## config.mk

```make
export PLATFORM = sky130hd
export DESIGN_NAME = rgbw_pixel_frame_buffer_core
export DESIGN_NICKNAME = d
export VERILOG_FILES = /design/src/rtl/rgbwfb_pkg.sv /design/src/rtl/rgbwfb_rem_unit.sv /design/src/rtl/rgbw_pixel_frame_buffer_core.sv
export SDC_FILE = /design/constraint.sdc
export NUM_CORES = 2
export LEC_CHECK = 0
export ABC_AREA = 1
export CAP_MARGIN = 20
export CORE_ASPECT_RATIO = 1.25
export CORE_MARGIN = 5
export CORE_UTILIZATION = 30
export CTS_BUF_LIST = sky130_fd_sc_hd__clkbuf_4
export DETAILED_ROUTE_END_ITERATION = 10
export DONT_BUFFER_PORTS = 1
export PLACE_DENSITY = 0.43
export REMOVE_ABC_BUFFERS = 1
export SLEW_MARGIN = 20
export SYNTH_ARGS = -nofsm -noshare
export SYNTH_HDL_FRONTEND = slang
export SYNTH_HIERARCHICAL = 1
export SYNTH_SLANG_ARGS = --single-unit
export TNS_END_PERCENT = 50
```

## constraint.sdc

```tcl
create_clock -name clk -period 6.9 [get_ports clk]
set_clock_uncertainty 0.15 [all_clocks]
set_input_delay 1.38 -clock clk [delete_from_list [all_inputs] [get_ports clk]]
set_output_delay 1.38 -clock clk [all_outputs]
set_load 0.01 [all_outputs]
```

## src/rtl/rgbwfb_pkg.sv

```systemverilog
package rgbwfb_pkg;

	localparam int CNT_W      = 6;
	localparam int BYTE_W     = 8;
	localparam int BRT_W      = 8;
	localparam int WORD_W     = 32;
	localparam int STEP_W     = 16;
	localparam int PIDX_W     = 8;
	localparam int OP_W       = 2;
	localparam int CFG_DATA_W = 8;
	localparam int CFG_IDX_W  = 1;
	localparam int IN_DATA_W  = 64;
	localparam int OUT_DATA_W = 32;
	localparam int DEF_MAX_PIXELS = 63;
	localparam logic [BRT_W-1:0] BRIGHT_RESET = 8'd255;

	typedef enum logic [OP_W-1:0] {
		OP_SET  = 2'd0,
		OP_FILL = 2'd1,
		OP_SHOW = 2'd2,
		OP_ROT  = 2'd3
	} op_t;

	typedef enum logic [CFG_IDX_W-1:0] {
		REG_COUNT  = 1'b0,
		REG_BRIGHT = 1'b1
	} reg_idx_t;

	typedef enum logic [2:0] {
		ST_IDLE,
		ST_ROT,
		ST_FILL,
		ST_RD,
		ST_SHOW,
		ST_LATCH
	} state_t;

	typedef struct packed {
		logic busy;
		logic done;
	} rem_stat_t;

	// floor(x * b / 255) via reciprocal form, exact for 16-bit products
	function automatic logic [BYTE_W-1:0] scale_byte(input logic [BYTE_W-1:0] x,
		input logic [BRT_W-1:0] b);
		logic [2*BYTE_W-1:0] prod;
		logic [2*BYTE_W:0]   acc;
		prod = {{BYTE_W{1'b0}}, x} * {{(2*BYTE_W-BRT_W){1'b0}}, b};
		acc  = {1'b0, prod} + 17'd1 + {9'd0, prod[2*BYTE_W-1:BYTE_W]};
		return acc[2*BYTE_W-1:BYTE_W];
	endfunction

endpackage

```

## src/rtl/rgbwfb_rem_unit.sv

```systemverilog
module rgbwfb_rem_unit (
	input  logic                                 clk,
	input  logic                                 arst_n,
	input  logic                                 start,
	input  logic [rgbwfb_pkg::STEP_W-1:0]        dividend,
	input  logic [rgbwfb_pkg::CNT_W-1:0]         divisor,
	output rgbwfb_pkg::rem_stat_t                stat,
	output logic [rgbwfb_pkg::CNT_W-1:0]         rem
);
	import rgbwfb_pkg::*;

	localparam int BIT_CNT_W = $clog2(STEP_W);

	logic                  busy_q;
	logic                  done_q;
	logic [BIT_CNT_W-1:0]  bit_q;
	logic [STEP_W-1:0]     dvd_q;
	logic [CNT_W-1:0]      div_q;
	logic [CNT_W-1:0]      rem_q;
	logic [CNT_W:0]        trial;
	logic [CNT_W:0]        diff;
	logic [CNT_W-1:0]      rem_next;

	// one restoring step per cycle, one dividend bit each
	always_comb begin
		trial = {rem_q, dvd_q[STEP_W-1]};
		diff  = trial - {1'b0, div_q};
		if (trial >= {1'b0, div_q}) begin
			rem_next = diff[CNT_W-1:0];
		end else begin
			rem_next = trial[CNT_W-1:0];
		end
	end

	always_ff @(posedge clk or negedge arst_n) begin
		if (!arst_n) begin
			busy_q <= 1'b0;
			done_q <= 1'b0;
			bit_q  <= '0;
		end else begin
			done_q <= 1'b0;
			if (start) begin
				busy_q <= 1'b1;
				bit_q  <= '0;
			end else if (busy_q) begin
				bit_q <= bit_q + 1'b1;
				if (bit_q == BIT_CNT_W'(STEP_W - 1)) begin
					busy_q <= 1'b0;
					done_q <= 1'b1;
				end
			end
		end
	end

	always_ff @(posedge clk) begin
		if (start) begin
			dvd_q <= dividend;
			div_q <= divisor;
			rem_q <= '0;
		end else if (busy_q) begin
			dvd_q <= {dvd_q[STEP_W-2:0], 1'b0};
			rem_q <= rem_next;
		end
	end

	assign stat.busy = busy_q;
	assign stat.done = done_q;
	assign rem       = rem_q;

`ifndef SYNTHESIS
	a_done_not_busy: assert property (@(posedge clk) disable iff (!arst_n)
		done_q |-> !busy_q) else $error("remainder done while busy");
	a_start_busy: assert property (@(posedge clk) disable iff (!arst_n)
		start |=> busy_q) else $error("remainder unit did not start");
	a_rem_range: assert property (@(posedge clk) disable iff (!arst_n)
		busy_q |-> (rem_q < div_q)) else $error("partial remainder out of range");
`endif

endmodule

```

## src/rtl/rgbw_pixel_frame_buffer_core.sv

```systemverilog
// channel | dir | tdata fields (low bit up)                                 | tuser     | tlast
// s_axis  | in  | operation 2, pixel_index 8, red_in 8, green_in 8,          | -         | -
//         |     | blue_in 8, white_in 8, rotate_steps 16, zero pad 6         |           |
// m_axis  | out | green_out 8, red_out 8, blue_out 8, white_out 8            | latch_gap | last_item
// cfg     | in  | cfg_we, cfg_index (0 pixel_count, 1 brightness), cfg_data 8
//
// set pixel writes the store on acceptance, staying idle; rotate runs one remainder step per cycle
// fill sends one pixel per cycle while m_tready allows, plus the latch item, writing the store as it goes
// show does a registered store read per pixel, then scaling into the output register
// reset clears per-pixel valid bits at once, so no clearing pass; invalid pixels read as zero
// a stalled m_tready holds the sequencer; s_tready is high only while idle
module rgbw_pixel_frame_buffer_core #(
	parameter int MAX_PIXELS = rgbwfb_pkg::DEF_MAX_PIXELS
) (
	input  logic                                  clk,
	input  logic                                  arst_n,
	input  logic                                  s_tvalid,
	output logic                                  s_tready,
	input  logic [rgbwfb_pkg::IN_DATA_W-1:0]      s_tdata,   // operation, pixel_index, red, green, blue, white, rotate_steps
	output logic                                  m_tvalid,
	input  logic                                  m_tready,
	output logic [rgbwfb_pkg::OUT_DATA_W-1:0]     m_tdata,   // green, red, blue, white
	output logic                                  m_tuser,   // latch_gap
	output logic                                  m_tlast,
	input  logic                                  cfg_we,
	input  logic [rgbwfb_pkg::CFG_IDX_W-1:0]      cfg_index,
	input  logic [rgbwfb_pkg::CFG_DATA_W-1:0]     cfg_data
);
	import rgbwfb_pkg::*;

	localparam int IDX_W = (MAX_PIXELS > 1) ? $clog2(MAX_PIXELS) : 1;
	localparam logic [CNT_W-1:0] MAX_CNT = CNT_W'(MAX_PIXELS);

	typedef enum logic [1:0] {
		OSEL_RAW,
		OSEL_SCALED,
		OSEL_LATCH
	} out_sel_t;

	state_t              state_q;
	state_t              state_d;

	logic [CNT_W-1:0]    count_q;
	logic [BRT_W-1:0]    bright_q;
	logic [CNT_W-1:0]    base_q;
	logic [CNT_W-1:0]    n_act;

	logic [CNT_W-1:0]    cnt_q;
	logic [CNT_W-1:0]    slot_q;
	logic [WORD_W-1:0]   word_q;
	logic                last_px;

	logic [WORD_W-1:0]   mem_q [MAX_PIXELS];
	logic [MAX_PIXELS-1:0] valid_q;
	logic [WORD_W-1:0]   rd_q;
	logic                rv_q;

	logic                m_tvalid_q;
	logic [WORD_W-1:0]   out_data_q;
	logic                out_latch_q;
	logic                out_last_q;
	logic                out_free;

	logic                accept;
	op_t                 in_op;
	logic [PIDX_W-1:0]   in_idx;
	logic [WORD_W-1:0]   in_word;
	logic [STEP_W-1:0]   in_steps;

	logic [CNT_W-1:0]    idx_c;
	logic [CNT_W:0]      set_sum;
	logic [CNT_W-1:0]    set_slot;
	logic [CNT_W:0]      rot_sum;
	logic [CNT_W-1:0]    rot_base;

	logic [WORD_W-1:0]   rd_word;
	logic [WORD_W-1:0]   scaled_word;

	logic                mem_we;
	logic [IDX_W-1:0]    mem_waddr;
	logic [WORD_W-1:0]   mem_wdata;
	logic                mem_re;
	logic                out_load;
	out_sel_t            out_sel;
	logic                seq_clr;
	logic                seq_inc;
	logic                word_ld;
	logic                rem_start;
	logic                base_upd;

	rem_stat_t           rem_stat;
	logic [CNT_W-1:0]    rem_val;

	assign in_op    = op_t'(s_tdata[1:0]);
	assign in_idx   = s_tdata[9:2];
	assign in_word  = {s_tdata[41:34], s_tdata[33:26], s_tdata[17:10], s_tdata[25:18]};
	assign in_steps = s_tdata[57:42];

	assign n_act    = (count_q > MAX_CNT) ? MAX_CNT : count_q;
	assign s_tready = (state_q == ST_IDLE);
	assign accept   = s_tvalid && s_tready;
	assign out_free = !m_tvalid_q || m_tready;
	assign last_px  = (cnt_q == n_act - 1'b1);

	always_comb begin
		if (in_idx >= {{(PIDX_W-CNT_W){1'b0}}, n_act}) begin
			idx_c = n_act - 1'b1;
		end else begin
			idx_c = in_idx[CNT_W-1:0];
		end
		set_sum = {1'b0, base_q} + {1'b0, idx_c};
		if (set_sum >= {1'b0, n_act}) begin
			set_slot = CNT_W'(set_sum - {1'b0, n_act});
		end else begin
			set_slot = set_sum[CNT_W-1:0];
		end
		rot_sum = {1'b0, base_q} + {1'b0, rem_val};
		if (rot_sum >= {1'b0, n_act}) begin
			rot_base = CNT_W'(rot_sum - {1'b0, n_act});
		end else begin
			rot_base = rot_sum[CNT_W-1:0];
		end
	end

	always_comb begin
		rd_word = rv_q ? rd_q : '0;
		for (int k = 0; k < WORD_W / BYTE_W; k++) begin
			scaled_word[k*BYTE_W +: BYTE_W] = scale_byte(rd_word[k*BYTE_W +: BYTE_W], bright_q);
		end
	end

	rgbwfb_rem_unit u_rem (
		.clk      (clk),
		.arst_n   (arst_n),
		.start    (rem_start),
		.dividend (in_steps),
		.divisor  (n_act),
		.stat     (rem_stat),
		.rem      (rem_val)
	);

	// next state
	always_comb begin
		state_d = state_q;
		unique case (state_q)
			ST_IDLE: begin
				if (accept) begin
					unique case (in_op)
						OP_SET:  state_d = ST_IDLE;
						OP_FILL: state_d = (n_act == '0) ? ST_LATCH : ST_FILL;
						OP_SHOW: state_d = (n_act == '0) ? ST_LATCH : ST_RD;
						OP_ROT:  state_d = (n_act == '0) ? ST_IDLE : ST_ROT;
						default: state_d = ST_IDLE;
					endcase
				end
			end
			ST_ROT: begin
				if (rem_stat.done) state_d = ST_IDLE;
			end
			ST_FILL: begin
				if (out_free && last_px) state_d = ST_LATCH;
			end
			ST_RD: begin
				state_d = ST_SHOW;
			end
			ST_SHOW: begin
				if (out_free) state_d = last_px ? ST_LATCH : ST_RD;
			end
			ST_LATCH: begin
				if (out_free) state_d = ST_IDLE;
			end
			default: state_d = ST_IDLE;
		endcase
	end

	// sequencer outputs
	always_comb begin
		mem_we    = 1'b0;
		mem_waddr = set_slot[IDX_W-1:0];
		mem_wdata = in_word;
		mem_re    = 1'b0;
		out_load  = 1'b0;
		out_sel   = OSEL_LATCH;
		seq_clr   = 1'b0;
		seq_inc   = 1'b0;
		word_ld   = 1'b0;
		rem_start = 1'b0;
		base_upd  = 1'b0;
		unique case (state_q)
			ST_IDLE: begin
				if (accept) begin
					seq_clr = 1'b1;
					unique case (in_op)
						OP_SET:  mem_we = (n_act != '0);
						OP_FILL: word_ld = 1'b1;
						OP_SHOW: ;
						OP_ROT:  rem_start = (n_act != '0);
						default: ;
					endcase
				end
			end
			ST_ROT: begin
				base_upd = rem_stat.done;
			end
			ST_FILL: begin
				if (out_free) begin
					out_load  = 1'b1;
					out_sel   = OSEL_RAW;
					mem_we    = 1'b1;
					mem_waddr = cnt_q[IDX_W-1:0];
					mem_wdata = word_q;
					seq_inc   = 1'b1;
				end
			end
			ST_RD: begin
				mem_re = 1'b1;
			end
			ST_SHOW: begin
				if (out_free) begin
					out_load = 1'b1;
					out_sel  = OSEL_SCALED;
					seq_inc  = 1'b1;
				end
			end
			ST_LATCH: begin
				out_load = out_free;
			end
			default: ;
		endcase
	end

	always_ff @(posedge clk or negedge arst_n) begin
		if (!arst_n) begin
			state_q     <= ST_IDLE;
			count_q     <= '0;
			bright_q    <= BRIGHT_RESET;
			base_q      <= '0;
			cnt_q       <= '0;
			slot_q      <= '0;
			valid_q     <= '0;
			m_tvalid_q  <= 1'b0;
		end else begin
			state_q <= state_d;
			if (cfg_we) begin
				unique case (reg_idx_t'(cfg_index))
					REG_COUNT: begin
						count_q <= cfg_data[CNT_W-1:0];
						base_q  <= '0;
					end
					REG_BRIGHT: bright_q <= cfg_data;
					default: ;
				endcase
			end
			if (base_upd) base_q <= rot_base;
			if (seq_clr) begin
				cnt_q  <= '0;
				slot_q <= base_q;
			end else if (seq_inc) begin
				cnt_q  <= cnt_q + 1'b1;
				slot_q <= (slot_q + 1'b1 == n_act) ? '0 : slot_q + 1'b1;
			end
			if (mem_we) valid_q[mem_waddr] <= 1'b1;
			if (out_load) begin
				m_tvalid_q <= 1'b1;
			end else if (m_tready) begin
				m_tvalid_q <= 1'b0;
			end
		end
	end

	always_ff @(posedge clk) begin
		if (mem_we) mem_q[mem_waddr] <= mem_wdata;
		if (mem_re) begin
			rd_q <= mem_q[slot_q[IDX_W-1:0]];
			rv_q <= valid_q[slot_q[IDX_W-1:0]];
		end
		if (word_ld) word_q <= in_word;
		if (out_load) begin
			case (out_sel)
				OSEL_RAW: begin
					out_data_q  <= word_q;
					out_latch_q <= 1'b0;
					out_last_q  <= 1'b0;
				end
				OSEL_SCALED: begin
					out_data_q  <= scaled_word;
					out_latch_q <= 1'b0;
					out_last_q  <= 1'b0;
				end
				default: begin
					out_data_q  <= '0;
					out_latch_q <= 1'b1;
					out_last_q  <= 1'b1;
				end
			endcase
		end
	end

	assign m_tvalid = m_tvalid_q;
	assign m_tdata  = out_data_q;
	assign m_tuser  = out_latch_q;
	assign m_tlast  = out_last_q;

`ifndef SYNTHESIS
	a_ready_not_rotating: assert property (@(posedge clk) disable iff (!arst_n)
		s_tready |-> !rem_stat.busy) else $error("input ready during rotate");
	a_latch_is_last: assert property (@(posedge clk) disable iff (!arst_n)
		(m_tvalid && m_tuser) |-> m_tlast) else $error("latch item not last");
	a_base_range: assert property (@(posedge clk) disable iff (!arst_n)
		(n_act != '0) |-> (base_q < n_act)) else $error("rotation base out of range");
	a_show_loads: assert property (@(posedge clk) disable iff (!arst_n)
		(state_q == ST_SHOW && out_free) |=> m_tvalid) else $error("show pixel not presented");
	a_fill_range: assert property (@(posedge clk) disable iff (!arst_n)
		(state_q == ST_FILL) |-> (cnt_q < n_act)) else $error("fill past pixel count");
`endif

endmodule

```

==> impl_metrics.json <==
{
  "worstSkewPairLatency_ps": 1360,
  "worst_path_max_delay_cell": "edfxtp_1",
  "root_buffer": "clkbuf_4",
  "maxCapViolations": 0,
  "seqCellArea_sq_mm": 0.06692,
  "antenna_found_initial": 34,
  "drc_errors": 0,
  "syn_area_per_cell_sq_um": 11.51,
  "final_nets": 9749,
  "place_area_sq_mm": 0.1098,
  "fmax_mhz": 155.9,
  "overflow": 0,
  "worst_pin_slew_ps": 1289,
  "io_buffers": 0,
  "die_w_um": 530.1,
  "fp.dieH_um": 660.1,
  "final_cell_mix": "edfxtp_1 (2136), nor2_1 (1331), nand2_1 (1224)",
  "grt_pass1_wl_um": 498800,
  "tritoncts": "yes",
  "status": "completed",
  "first_global_vias": 72500,
  "final_area_sq_mm": 0.1177,
  "crit_path_frequent_cell": "nand2_1",
  "synth_cells": 8811,
  "slowest_delay_ps": 640,
  "final-setup-viol-count": 0,
  "cts_buffer_depth": 4,
  "timing.hold.ws_ps": 203.0,
  "worstSetupEndpointType": "register",
  "post-route-period-util": 0.9299,
  "drive_above_1_share": 0.1505,
  "grt_start_max_net_pins": 131,
  "multi_input_area_sq_mm": 0.03084,
  "groute.usage.overall": 0.1927,
  "mostFrequentLayoutCell": "edfxtp_1",
  "dieArea_sq_mm": 0.3499,
  "cts_made_buffers": 584,
  "hpwl_um": 214500,
  "peakVddDrop_uv": 246.6,
  "htreeDepth": 6,
  "cp-start-kind": "register",
  "hold_viol": 0,
  "slew_headroom": 0.1380,
  "start_util": 0.3015,
  "rsz0062_at_grt": "no",
  "leakagePower_nw": 43.26,
  "postRouteAntennaNets": 0,
  "clkSlewWorstSetupHoldPaths_ps": 60,
  "report.final.slew_viol_count": 0,
  "post_cts_buffers": 0,
  "arrival_ps": 7330,
  "critical_path_class": "reg2reg",
  "drt_iter0_markers": 5157,
  "crit_fanout": 16,
  "syn2layout_area_growth_pct": 16.07,
  "ys_warn_count": 6,
  "drt_wl_total_um": 346400,
  "nFillCells": 33520,
  "viasPerCell": 5.055,
  "num_vias": 71750,
  "period_minus_slack_ps": 6416,
  "drtPass1Iterations": 6,
  "powerDensity_mw_per_mm2": 434.4,
  "ioPinCount": 114,
  "syn-cell-area_sq_mm": 0.1014,
  "num_rows": 238,
  "required_ps": 7810,
  "core_sq_mm": 0.3365,
  "clock-sinks": 2247,
  "hold_class": "in2reg",
  "wl_per_cell_um": 24.40,
  "gp_congestion": 0.8667
}
[timing repair]
item | CTS | global route
setup endpoints to repair | 0 | 1
hold buffers | 54 | 0
resized for setup | 0 | 1
endpoints found under the hold margin | 158 | 0
[per-stage QoR]
stage               power (mW)  setup TNS (ps)  setup slack, ps  utilization  std cells
finish                   51.14               0            484.0       0.3499      14190
global placement         39.66          -29080           -91.01       0.3262      13110
detailed placement       39.81               0            32.79       0.3263      13110
floorplan                29.54        -2781750           -43650            -       8315
global route             54.36               0            13.00       0.3498      14180
CTS                      51.73               0            462.2       0.3495      14140
[final cells by class]
type / count / area share
diodes: 51 / 0.001084
clock buffers: 836 / 0.05330
clock inverters: 140 / 0.008321
inverters: 555 / 0.01798
multi-input cells: 5513 / 0.2620
flip-flops and latches: 2247 / 0.5684
well taps: 4440 / 0.04718
repair buffers: 412 / 0.04181
[where the power goes]
group / internal (mW) / switching [mW] / leakage (nW)
sequential: 17.1 / 0.517 / 20.6
clock: 6.10 / 5.56 / 4.33
combinational: 5.89 / 16.0 / 18.4
total: 29.1 / 22.1 / 43.3
[path summary, 6_finish.rpt]
| kind | cells past startpoint | slack (ps) | end | start |
|---|---|---|---|---|
| setup / recovery | 30 | 480 | m_tdata[16] | rv_q |
| hold / removal | 2 | 200 | bright_q[5] | cfg_data[5] |
| setup reg to reg | 30 | 480 | m_tdata[16] | rv_q |
| hold reg to reg | 2 | 300 | valid_q[18] | valid_q[18] |
| max in group asynchronous | 2 | 5480 | valid_q[26] | arst_n |
| min in group asynchronous | 2 | 440 | slot_q[0] | arst_n |
[sequential cells by signal, indices dropped and copies added, names as in the netlist, 8 cells and up]
name	cells
valid_q	63
word_q	32
bright_q	8
m_tdata	32
rd_q	32
mem_q	2016
u_rem/dvd_q	16
[critical path, delay by kind of cell (launching register included)]
family,cells,cell delay (ps)
adder cells (fa/ha/maj),6,2670
flip-flops,1,640
buffers and inverters,7,800
AND/OR/NAND/NOR,16,1420
XOR/XNOR,1,450
[layer usage]
layer  track usage  vias to the layer above  share of wire
met4       0.08022                       12          0.041
li1              -                    32750              -
met3       0.02690                      604          0.046
met2        0.3327                     2045           0.49
met5             0                        -        0.00025
met1        0.2421                    36330           0.42
No activity file was read; power rests on OpenSTA's default activity.
